`config.mk`:
```
export PLATFORM = sky130hd
export DESIGN_NAME = indexed_sequence_store_core
export DESIGN_NICKNAME = d
export VERILOG_FILES = /design/src/rtl/core/isq_pkg.sv /design/src/rtl/core/isq_ram.sv /design/src/rtl/core/indexed_sequence_store_core.sv
export SDC_FILE = /design/constraint.sdc
export NUM_CORES = 2
export LEC_CHECK = 0
export BUFFER_PORTS_ARGS = -buffer_cell sky130_fd_sc_hd__buf_2
export CAP_MARGIN = 20
export CELL_PAD_IN_SITES_DETAIL_PLACEMENT = 0
export CELL_PAD_IN_SITES_GLOBAL_PLACEMENT = 1
export CORE_MARGIN = 2
export CORE_UTILIZATION = 55
export DETAILED_ROUTE_END_ITERATION = 8
export PLACE_DENSITY_LB_ADDON = 0.1
export SLEW_MARGIN = 25
export SYNTH_ARGS = -nofsm -noshare
export SYNTH_HDL_FRONTEND = slang
export SYNTH_SLANG_ARGS = --single-unit
```
`constraint.sdc`:
```
create_clock -name clk -period 6.9 [get_ports clk]
set_input_delay 1.035 -clock clk [delete_from_list [all_inputs] [get_ports clk]]
set_output_delay 1.035 -clock clk [all_outputs]
set_load 0.02 [all_outputs]
```
`src/rtl/core/isq_pkg.sv`:
```
// ----------------------------------------------------------------------------
// Indexed sequence store package
// Shared widths, operation codes and status codes of the indexed sequence
// store.
// ----------------------------------------------------------------------------
`default_nettype none

package isq_pkg;

    localparam int DEFAULT_CAPACITY = 64;

    localparam int OP_W     = 2;
    localparam int POS_W    = 6;
    localparam int VALUE_W  = 32;
    localparam int STATUS_W = 2;
    localparam int COUNT_W  = 7;

    localparam logic [OP_W-1:0] OP_INSERT = 2'd0;
    localparam logic [OP_W-1:0] OP_DELETE = 2'd1;
    localparam logic [OP_W-1:0] OP_GET    = 2'd2;

    localparam logic [STATUS_W-1:0] STATUS_OK        = 2'd0;
    localparam logic [STATUS_W-1:0] STATUS_BAD_INDEX = 2'd1;
    localparam logic [STATUS_W-1:0] STATUS_FULL      = 2'd2;

endpackage

`default_nettype wire

```
`src/rtl/core/isq_ram.sv`:
```
// ----------------------------------------------------------------------------
// Generic simple dual-port RAM
// One write port and one read port with a registered read.
// ----------------------------------------------------------------------------
`default_nettype none

module isq_ram #(
    parameter int WIDTH = 32,
    parameter int DEPTH = 64,
    localparam int AW = (DEPTH > 1) ? $clog2(DEPTH) : 1
) (
    input  wire logic             clk,
    input  wire logic             wr_en,
    input  wire logic [AW-1:0]    wr_addr,
    input  wire logic [WIDTH-1:0] wr_data,
    input  wire logic [AW-1:0]    rd_addr,
    output logic      [WIDTH-1:0] rd_data
);

    logic [WIDTH-1:0] mem [DEPTH];

    always_ff @(posedge clk)
    begin
        if (wr_en)
        begin
            mem[wr_addr] <= wr_data;
        end
        rd_data <= mem[rd_addr];
    end

endmodule

`default_nettype wire

```
`src/rtl/core/indexed_sequence_store_core.sv`:
```
// A rejected item goes from the check state to the response state; a get
// reads its entry in the fetch state; a delete moves each later entry down and an
// insert each entry from the position up. Each moved entry costs one read and
// one write of the single RAM. No new item is taken until the previous result
// is registered. Reset (rst_n, asynchronous, active low) empties the store; RAM
// contents are not cleared.
// ----------------------------------------------------------------------------
// Indexed sequence store core
// Ordered list of signed values addressed by position, with insert, delete
// and get, shifting entries one at a time through a single RAM.
// ----------------------------------------------------------------------------
`default_nettype none

module indexed_sequence_store_core
    import isq_pkg::*;
#(
    parameter int CAPACITY = DEFAULT_CAPACITY
) (
    input  wire logic                       clk,
    input  wire logic                       rst_n,
    input  wire logic                       req_valid,
    output logic                            req_stall,
    input  wire logic        [OP_W-1:0]     operation,
    input  wire logic        [POS_W-1:0]    position,
    input  wire logic signed [VALUE_W-1:0]  new_value,
    output logic                            rsp_valid,
    input  wire logic                       rsp_stall,
    output logic             [STATUS_W-1:0] status,
    output logic signed      [VALUE_W-1:0]  read_value,
    output logic             [COUNT_W-1:0]  entry_count
);

    localparam int AW     = $clog2(CAPACITY);
    localparam int CW     = $clog2(CAPACITY + 1);
    localparam int WIDE_W = (CW > COUNT_W) ? CW : COUNT_W;

    typedef enum logic [6:0] {
        ST_IDLE  = 7'b0000001,
        ST_CHECK = 7'b0000010,
        ST_FETCH = 7'b0000100,
        ST_RD    = 7'b0001000,
        ST_WR    = 7'b0010000,
        ST_PUT   = 7'b0100000,
        ST_RESP  = 7'b1000000
    } state_t;

    state_t                      state_reg, state_next;
    logic        [OP_W-1:0]      op_reg, op_next;
    logic        [POS_W-1:0]     pos_reg, pos_next;
    logic signed [VALUE_W-1:0]   val_reg, val_next;
    logic        [CW-1:0]        idx_reg, idx_next;
    logic        [CW-1:0]        count_reg, count_next;
    logic        [STATUS_W-1:0]  work_status_reg, work_status_next;
    logic signed [VALUE_W-1:0]   work_value_reg, work_value_next;
    logic                        rsp_valid_reg, rsp_valid_next;
    logic        [STATUS_W-1:0]  rsp_status_reg, rsp_status_next;
    logic signed [VALUE_W-1:0]   rsp_value_reg, rsp_value_next;
    logic        [WIDE_W-1:0]    rsp_count_reg, rsp_count_next;

    logic              ram_wr_en;
    logic [AW-1:0]     ram_wr_addr;
    logic [VALUE_W-1:0] ram_wr_data;
    logic [AW-1:0]     ram_rd_addr;
    logic [VALUE_W-1:0] ram_rd_data;

    logic [WIDE_W-1:0] pos_w;
    logic [WIDE_W-1:0] cnt_w;
    logic [WIDE_W-1:0] idx_w;
    logic [CW-1:0]     idx_dec;
    logic [CW-1:0]     idx_inc;

    assign pos_w   = WIDE_W'(pos_reg);
    assign cnt_w   = WIDE_W'(count_reg);
    assign idx_w   = WIDE_W'(idx_reg);
    assign idx_dec = idx_reg - 1'b1;
    assign idx_inc = idx_reg + 1'b1;

    isq_ram #(
        .WIDTH(VALUE_W),
        .DEPTH(CAPACITY)
    ) u_ram (
        .clk    (clk),
        .wr_en  (ram_wr_en),
        .wr_addr(ram_wr_addr),
        .wr_data(ram_wr_data),
        .rd_addr(ram_rd_addr),
        .rd_data(ram_rd_data)
    );

    always_comb
    begin
        state_next       = state_reg;
        op_next          = op_reg;
        pos_next         = pos_reg;
        val_next         = val_reg;
        idx_next         = idx_reg;
        count_next       = count_reg;
        work_status_next = work_status_reg;
        work_value_next  = work_value_reg;
        rsp_valid_next   = rsp_valid_reg && rsp_stall;
        rsp_status_next  = rsp_status_reg;
        rsp_value_next   = rsp_value_reg;
        rsp_count_next   = rsp_count_reg;

        ram_wr_en   = 1'b0;
        ram_wr_addr = idx_reg[AW-1:0];
        ram_wr_data = ram_rd_data;
        ram_rd_addr = AW'(pos_w);

        case (state_reg)
            ST_IDLE:
            begin
                if (req_valid)
                begin
                    op_next          = operation;
                    pos_next         = position;
                    val_next         = new_value;
                    work_value_next  = '0;
                    work_status_next = STATUS_BAD_INDEX;
                    state_next       = ST_CHECK;
                end
            end
            ST_CHECK:
            begin
                state_next = ST_RESP;
                if (op_reg == OP_INSERT)
                begin
                    if (pos_w > cnt_w)
                    begin
                        work_status_next = STATUS_BAD_INDEX;
                    end
                    else if (cnt_w >= WIDE_W'(CAPACITY))
                    begin
                        work_status_next = STATUS_FULL;
                    end
                    else
                    begin
                        work_status_next = STATUS_OK;
                        idx_next         = count_reg;
                        state_next       = (cnt_w > pos_w) ? ST_RD : ST_PUT;
                    end
                end
                else if ((op_reg inside {OP_DELETE, OP_GET}) && pos_w < cnt_w)
                begin
                    work_status_next = STATUS_OK;
                    state_next       = ST_FETCH;
                end
            end
            ST_FETCH:
            begin
                work_value_next = $signed(ram_rd_data);
                idx_next        = CW'(pos_w);
                if (op_reg == OP_DELETE && (pos_w + 1'b1) < cnt_w)
                begin
                    state_next = ST_RD;
                end
                else
                begin
                    state_next = ST_RESP;
                end
            end
            ST_RD:
            begin
                ram_rd_addr = (op_reg == OP_INSERT) ? idx_dec[AW-1:0] : idx_inc[AW-1:0];
                state_next  = ST_WR;
            end
            ST_WR:
            begin
                ram_wr_en = 1'b1;
                if (op_reg == OP_INSERT)
                begin
                    idx_next   = idx_dec;
                    state_next = (WIDE_W'(idx_dec) > pos_w) ? ST_RD : ST_PUT;
                end
                else
                begin
                    idx_next   = idx_inc;
                    state_next = ((idx_w + WIDE_W'(2)) < cnt_w) ? ST_RD : ST_RESP;
                end
            end
            ST_PUT:
            begin
                ram_wr_en   = 1'b1;
                ram_wr_addr = AW'(pos_w);
                ram_wr_data = val_reg;
                state_next  = ST_RESP;
            end
            ST_RESP:
            begin
                if (!rsp_valid_reg || !rsp_stall)
                begin
                    if (work_status_reg == STATUS_OK && op_reg == OP_INSERT)
                    begin
                        count_next = count_reg + 1'b1;
                    end
                    else if (work_status_reg == STATUS_OK && op_reg == OP_DELETE)
                    begin
                        count_next = count_reg - 1'b1;
                    end
                    rsp_valid_next  = 1'b1;
                    rsp_status_next = work_status_reg;
                    rsp_value_next  = work_value_reg;
                    rsp_count_next  = WIDE_W'(count_next);
                    state_next      = ST_IDLE;
                end
            end
            default:
            begin
                state_next = ST_IDLE;
            end
        endcase
    end

    always_ff @(posedge clk or negedge rst_n)
    begin
        if (!rst_n)
        begin
            state_reg     <= ST_IDLE;
            count_reg     <= '0;
            rsp_valid_reg <= 1'b0;
        end
        else
        begin
            state_reg     <= state_next;
            count_reg     <= count_next;
            rsp_valid_reg <= rsp_valid_next;
        end
    end

    always_ff @(posedge clk)
    begin
        op_reg          <= op_next;
        pos_reg         <= pos_next;
        val_reg         <= val_next;
        idx_reg         <= idx_next;
        work_status_reg <= work_status_next;
        work_value_reg  <= work_value_next;
        rsp_status_reg  <= rsp_status_next;
        rsp_value_reg   <= rsp_value_next;
        rsp_count_reg   <= rsp_count_next;
    end

    assign req_stall   = (state_reg != ST_IDLE);
    assign rsp_valid   = rsp_valid_reg;
    assign status      = rsp_status_reg;
    assign read_value  = rsp_value_reg;
    assign entry_count = rsp_count_reg[COUNT_W-1:0];

endmodule

`default_nettype wire
```
**Word level (Yosys, flattened, before mapping)**

Memory sizes are Yosys's and may differ from the RTL's. A register that Yosys moved wholly into a read port is not among the register bits.
Index checks and enable logic that the tools add are counted.

- Bitwise operators: 0
- Reduce and logical (&&, ||, !) cells: 21
- Multipliers: 0
- Magnitude comparators: 7
- Muxes and demuxes: 36
- Shift operators: 0
- $add $sub $neg: 6
- Divide/modulo/power cells: 0
- Equal/unequal tests: 16

Operators with widths:

| cell | count |
|---|---|
| $mux 7 | 15 |
| $mux 32 | 2 |
| $pmux 32 s2 | 1 |
| $pmux 7 s7 | 1 |
| $mux 6 | 5 |
| $pmux 7 s3 | 1 |
| $add 7x1->7 const B | 2 |
| $gt 7x6->1 | 2 |
| $lt 7x7->1 | 2 |
| $sub 7x1->7 const B | 2 |
| $mux 2 | 5 |
| $ne 2x2->1 const B | 5 |
| $reduce_and 2->1 | 4 |
| $add 6x1->7 const B | 1 |
| $add 7x2->7 const B | 1 |
| $eq 7x1->1 const B | 1 |
| $eq 7x2->1 const B | 1 |
| $eq 7x3->1 const B | 1 |
| $eq 7x4->1 const B | 1 |
| $eq 7x5->1 const B | 1 |
| $eq 7x6->1 const B | 1 |
| $eq 7x7->1 const B | 1 |
| $ge 7x7->1 const B | 1 |
| $gt 6x7->1 | 1 |
| 16 further kinds | 28 |

- Bits in writable memories: 2048
- Word-level logic and storage cells: 99
- Input bits: 44
- Memories: 1
- Bits in registers: 137
- Output and inout bits: 43
- Memory bits (read-only): 0
- Latch bits: 0

Memories:

| memory | words | width | read ports | clocked after Yosys merged registers in | write ports | RTL line | text |
|---|---|---|---|---|---|---|---|
| u_ram.mem | 64 | 32 | 1 | 1 | 1 | isq_ram.sv:20 | `logic [WIDTH-1:0] mem [DEPTH];` |

**Longest topological paths before layout**

- Depth in word-level cells: 6
- Depth in mapped cells: 15
- Mapped depth without buffers: 12

**By module**

A second synthesis with hierarchy kept.

- Cell total of the unflattened synthesis: 3814
- Area total of the unflattened synthesis: 85082.9 um^2

By module, submodules not included:

| module | seq. area each (um^2) | cells each | area an instance (um^2) | instances |
|---|---|---|---|---|
| isq_ram | 62139.6 | 3324 | 78515.3 | 1 |
| indexed_sequence_store_core | 4040.1 | 490 | 6567.5 | 1 |

**Worst setup path before layout**

OpenSTA, ideal clock, no wires.

- Kind: register to register
- Start point: register state_reg[5]
- End point: register work_value_reg[0] (enable)
- Cell stages (with the launch flop): 4
- Path slack: 2.869 ns
- Setup time: 0.466 ns
- Period minus slack after synthesis: 4.031 ns
- Data required time: 6.434 ns
- Path buffers: 0
- Arrival time: 3.565 ns
- Cell sequence: dfrtp_1 nor3_1 nand4b_1 o21ai_0

- Word-level cells in the longest chain between the ends: 3
- Elaborated cells on any way between the ends: 5
- Those cells by class: 3 x eq/ne; 2 x reduce/logical

Ends and longest elaborated chain:

| element | RTL line | text |
|---|---|---|
| start, declared | indexed_sequence_store_core.sv:47 | `state_t state_reg, state_next;` |
| start signal, assigned | indexed_sequence_store_core.sv:224 | `state_reg <= state_next;` |
| $eq 7x1->1 or $eq 7x3->1 (tied branches) | indexed_sequence_store_core.sv:110 | `case (state_reg)` |
| $ne 2x2->1 (no line) or $reduce_bool 2->1 (tied branches) | -- |  |
| $reduce_and 2->1 (no line) * | -- |  |
| end signal, assigned | indexed_sequence_store_core.sv:237 | `work_value_reg <= work_value_next;` |
| end, declared | indexed_sequence_store_core.sv:54 | `logic signed [VALUE_W-1:0] work_value_reg, work_value_next;` |

Every way passes the cells marked *; elsewhere a longest branch is shown, timed or not.
A chain may end at the register's enable or synchronous reset.

**Final worst setup path**

- Start point: register state_reg[5]
- End point: register u_ram.rd_data[9], read port of u_ram.mem

- Word-level cells in the longest chain between the ends: 2

Ends and longest elaborated chain:

| element | RTL line | text |
|---|---|---|
| $eq 7x4->1 | indexed_sequence_store_core.sv:110 |  |
| $mux 6 | indexed_sequence_store_core.sv:110 |  |
| end, declared | isq_ram.sv:17 | `output logic [WIDTH-1:0] rd_data` |

Every way passes these cells.

==> results.toml <==
[global_routing]
grt_max_degree = 88
antenna_found_initial = 27
grt_pass1_wl_um = 386000
grt_pass1_vias = 49000
gr-usage-all-layers = 0.344
grt_overflow = 0

[job]
max-cap-violations = 0

[floorplan]
die_h_um = 401
rows = 145
start_util = 0.554
io_pins = 87
dieArea_um2 = 161000
die-width_um = 401
coreArea_um2 = 156000

[yosys]
synth_cells = 5241
synth_flop_cell = "edfxtp_1"
synth_seq_area_share = 0.765
syn-num-nets = 5321
synth-async-reset-ratio = 0.00677
synth_seq_cells = 2217
ys_types = 74
syn_avg_cell_area_um2 = 16.5
yosysWarnings = 0
synth_area_um2 = 86500
synth_edf_count = 2170

[sta]
fin_setup_tns_ns = 0
period_needed_ns = 5.70
holdWs_ns = 0.130
slew_viol_final = 0
finClkSkew_ns = 0.0380
period_share = 0.826
fmax_ghz = 0.176
final_hold_viol_count = 0
slew_headroom = 0.247
finalSetupViolations = 0
worstMarginPinSlew_ns = 1.12
rsz0062_at_grt = "false"

[placement]
place_hpwl_um = 165000
io_buffers = 86
dp_cells = 7290
detailed_place.area_um2 = 91000
place.gp.congestion = 0.890

[drt]
vias = 51900
vias_per_cell = 6.74
first_iter_violations = 8141
post_drt_wl_per_cell_um = 36.1
firstDrtPassIters = 7
wl_um = 278000
postRouteAntennaNets = 0
drc = 0

[clock_network]
clkSinkCount = 2217
post_cts_buffers = 0
cts-root-buf = "clkbuf_16"
clock_latency_ns = 0.85
cts_resized = 0
h-tree-depth = 4
cts_tree = "built"
clk_pin_slew_ns = 0.07
cts-hold-fix-buffers = 0
clockBufferDepth = 3
cts_made_buffers = 217

[setup_path]
reg2reg_from = "state_reg[5]"
r2r_setup_slack_ns = 1.20
crit_path_start_kind = "flip-flop"
cp-end-kind = "flip-flop"
regToRegEndpoint = "u_ram.rd_data[9]"
reg2reg_depth = 10
path_class = "flip-flop to flip-flop"
crit_fanout = 49
required_ns = 7.62
arrival_ns = 6.42

[final_layout]
finalInstanceArea_um2 = 97900
fin_nets = 5533
multi_input_area_um2 = 19600
largest_reg_flops = 2048
drive_gt1_frac = 0.161
area_delta_synth_final_pct = 13.2
nFillCells = 11200
top_register = "u_ram.mem"
final_cells = 7705
seqCellArea_um2 = 66200

[run_status]
outcome = "finished clean"

[hold_path]
hold_path_class = "input port to async pin"

[power]
finalPower_uw = 36300
vdd_ir_drop_max_mv = 0.289
p_leak_uw = 0.0326
power_density_nw_per_um2 = 370
logic make-up (layout without fill, tap and decap cells):
family | count (synthesis) | count (layout) | synth area share
XOR/XNOR | 31 | 31 | 0.00314
AND/OR/NAND/NOR | 1365 | 1365 | 0.0716
multiplexers | 491 | 491 | 0.0776
adder cells (fa/ha/maj) | 36 | 36 | 0.00521
other | 0 | 12 | 0
flip-flops | 2217 | 2217 | 0.765
buffers and inverters | 341 | 735 | 0.0178
AO/OA/AOI/OAI | 760 | 760 | 0.0597
layout make-up:
| cell class | instances | area share |
|---|---|---|
| flip-flops and latches | 2217 | 0.676 |
| multi-input cells | 2683 | 0.200 |
| clock buffers | 298 | 0.0603 |
| repair buffers | 311 | 0.0267 |
| well taps | 2058 | 0.0263 |
| clock inverters | 103 | 0.00973 |
| inverters | 23 | 0.000881 |
| diodes | 12 | 0.000307 |
cell usage in the layout, fill, tap and decap left out, types with 86 or more instances in the layout:
cell / Yosys / routed
edfxtp_1: 2170 / 2170
buf_4: 18 / 189
mux2i_1: 330 / 330
nand3_1: 237 / 236
clkbuf_16: 0 / 219
and3_1: 90 / 90
o22ai_1: 160 / 156
nand2_1: 755 / 717
buf_2: 133 / 86
mux4_2: 142 / 142
o21ai_0: 122 / 119
critical path: stages (launching register included):
cell and delay (ns):
dfrtp_1 0.45, nor4b_2 0.56, nand2_1 0.63, o21ai_4 0.85
buf_12 0.38, buf_12 0.35, mux2i_1 0.30, o22ai_1 0.10
o21ai_0 0.79, nand3_1 0.56, or3_1 0.47
layer usage:
metal | track usage | part of all wire | vias to the layer above
li1 | - | - | 21200
met1 | 0.492 | 0.39 | 26700
met2 | 0.512 | 0.45 | 3395
met3 | 0.0806 | 0.12 | 613
met4 | 0.146 | 0.046 | 28
met5 | 0 | 0.00066 | -
synth_stat cells, types with 8 or more instances:
library cell | n | area [um2]
dfxtp_1 | 32 | 641
or3_1 | 22 | 138
xor2_1 | 8 | 70.1
ha_1 | 36 | 450
a211oi_1 | 84 | 631
o21ai_0 | 122 | 611
mux2_2 | 19 | 214
and3_1 | 90 | 563
mux4_2 | 142 | 3200
and2_1 | 36 | 225
a32oi_1 | 38 | 333
nand2_1 | 755 | 2830
a22oi_1 | 40 | 300
o22ai_1 | 160 | 1000
dfrtp_1 | 14 | 350
a21o_1 | 8 | 60.1
inv_1 | 21 | 78.8
buf_2 | 133 | 666
mux2i_1 | 330 | 3300
a21oi_1 | 83 | 415
nand3_1 | 237 | 1190
a221oi_1 | 21 | 184
nor4_1 | 8 | 50.1
nand4_1 | 70 | 438
buf_1 | 24 | 90.1
xnor2_1 | 23 | 201
clkbuf_1 | 139 | 522
edfxtp_1 | 2170 | 65200
o21a_1 | 17 | 128
o31ai_1 | 12 | 90.1
a31oi_1 | 53 | 332
nor3_1 | 12 | 60.1
o2111ai_1 | 9 | 78.8
a311oi_1 | 61 | 534
buf_4 | 18 | 135
nor2_1 | 93 | 349
where the power goes:
part	leakage (uW)	total, uW	switching (uW)	internal (uW)
clock network	0.00333	11500	5060	6460
registers	0.0200	17400	453	16900
logic	0.00922	7340	5640	1700
total	0.0326	36300	11200	25100
metrics by stage:
stage	worst slack, ns	util
final	1.20	0.627
after global routing	0.959	0.627
after CTS	1.34	0.627
after detailed placement	1.36	0.583
after global placement	1.37	0.581
after floorplan	2.87	-
worst max-delay path by stage:
stage                  from           endpoint  cells after the start
6_report       state_reg[5]   u_ram.rd_data[9]                     10
2_1_floorplan  state_reg[5]  work_value_reg[0]                      3
4_1_cts        state_reg[5]  u_ram.rd_data[26]                     10
3_5_place_dp   state_reg[5]  u_ram.rd_data[26]                     10
5_1_grt        state_reg[5]   u_ram.rd_data[9]                     10
3_3_place_gp   state_reg[5]  u_ram.rd_data[26]                     10
(Power assumes the default switching activity.)
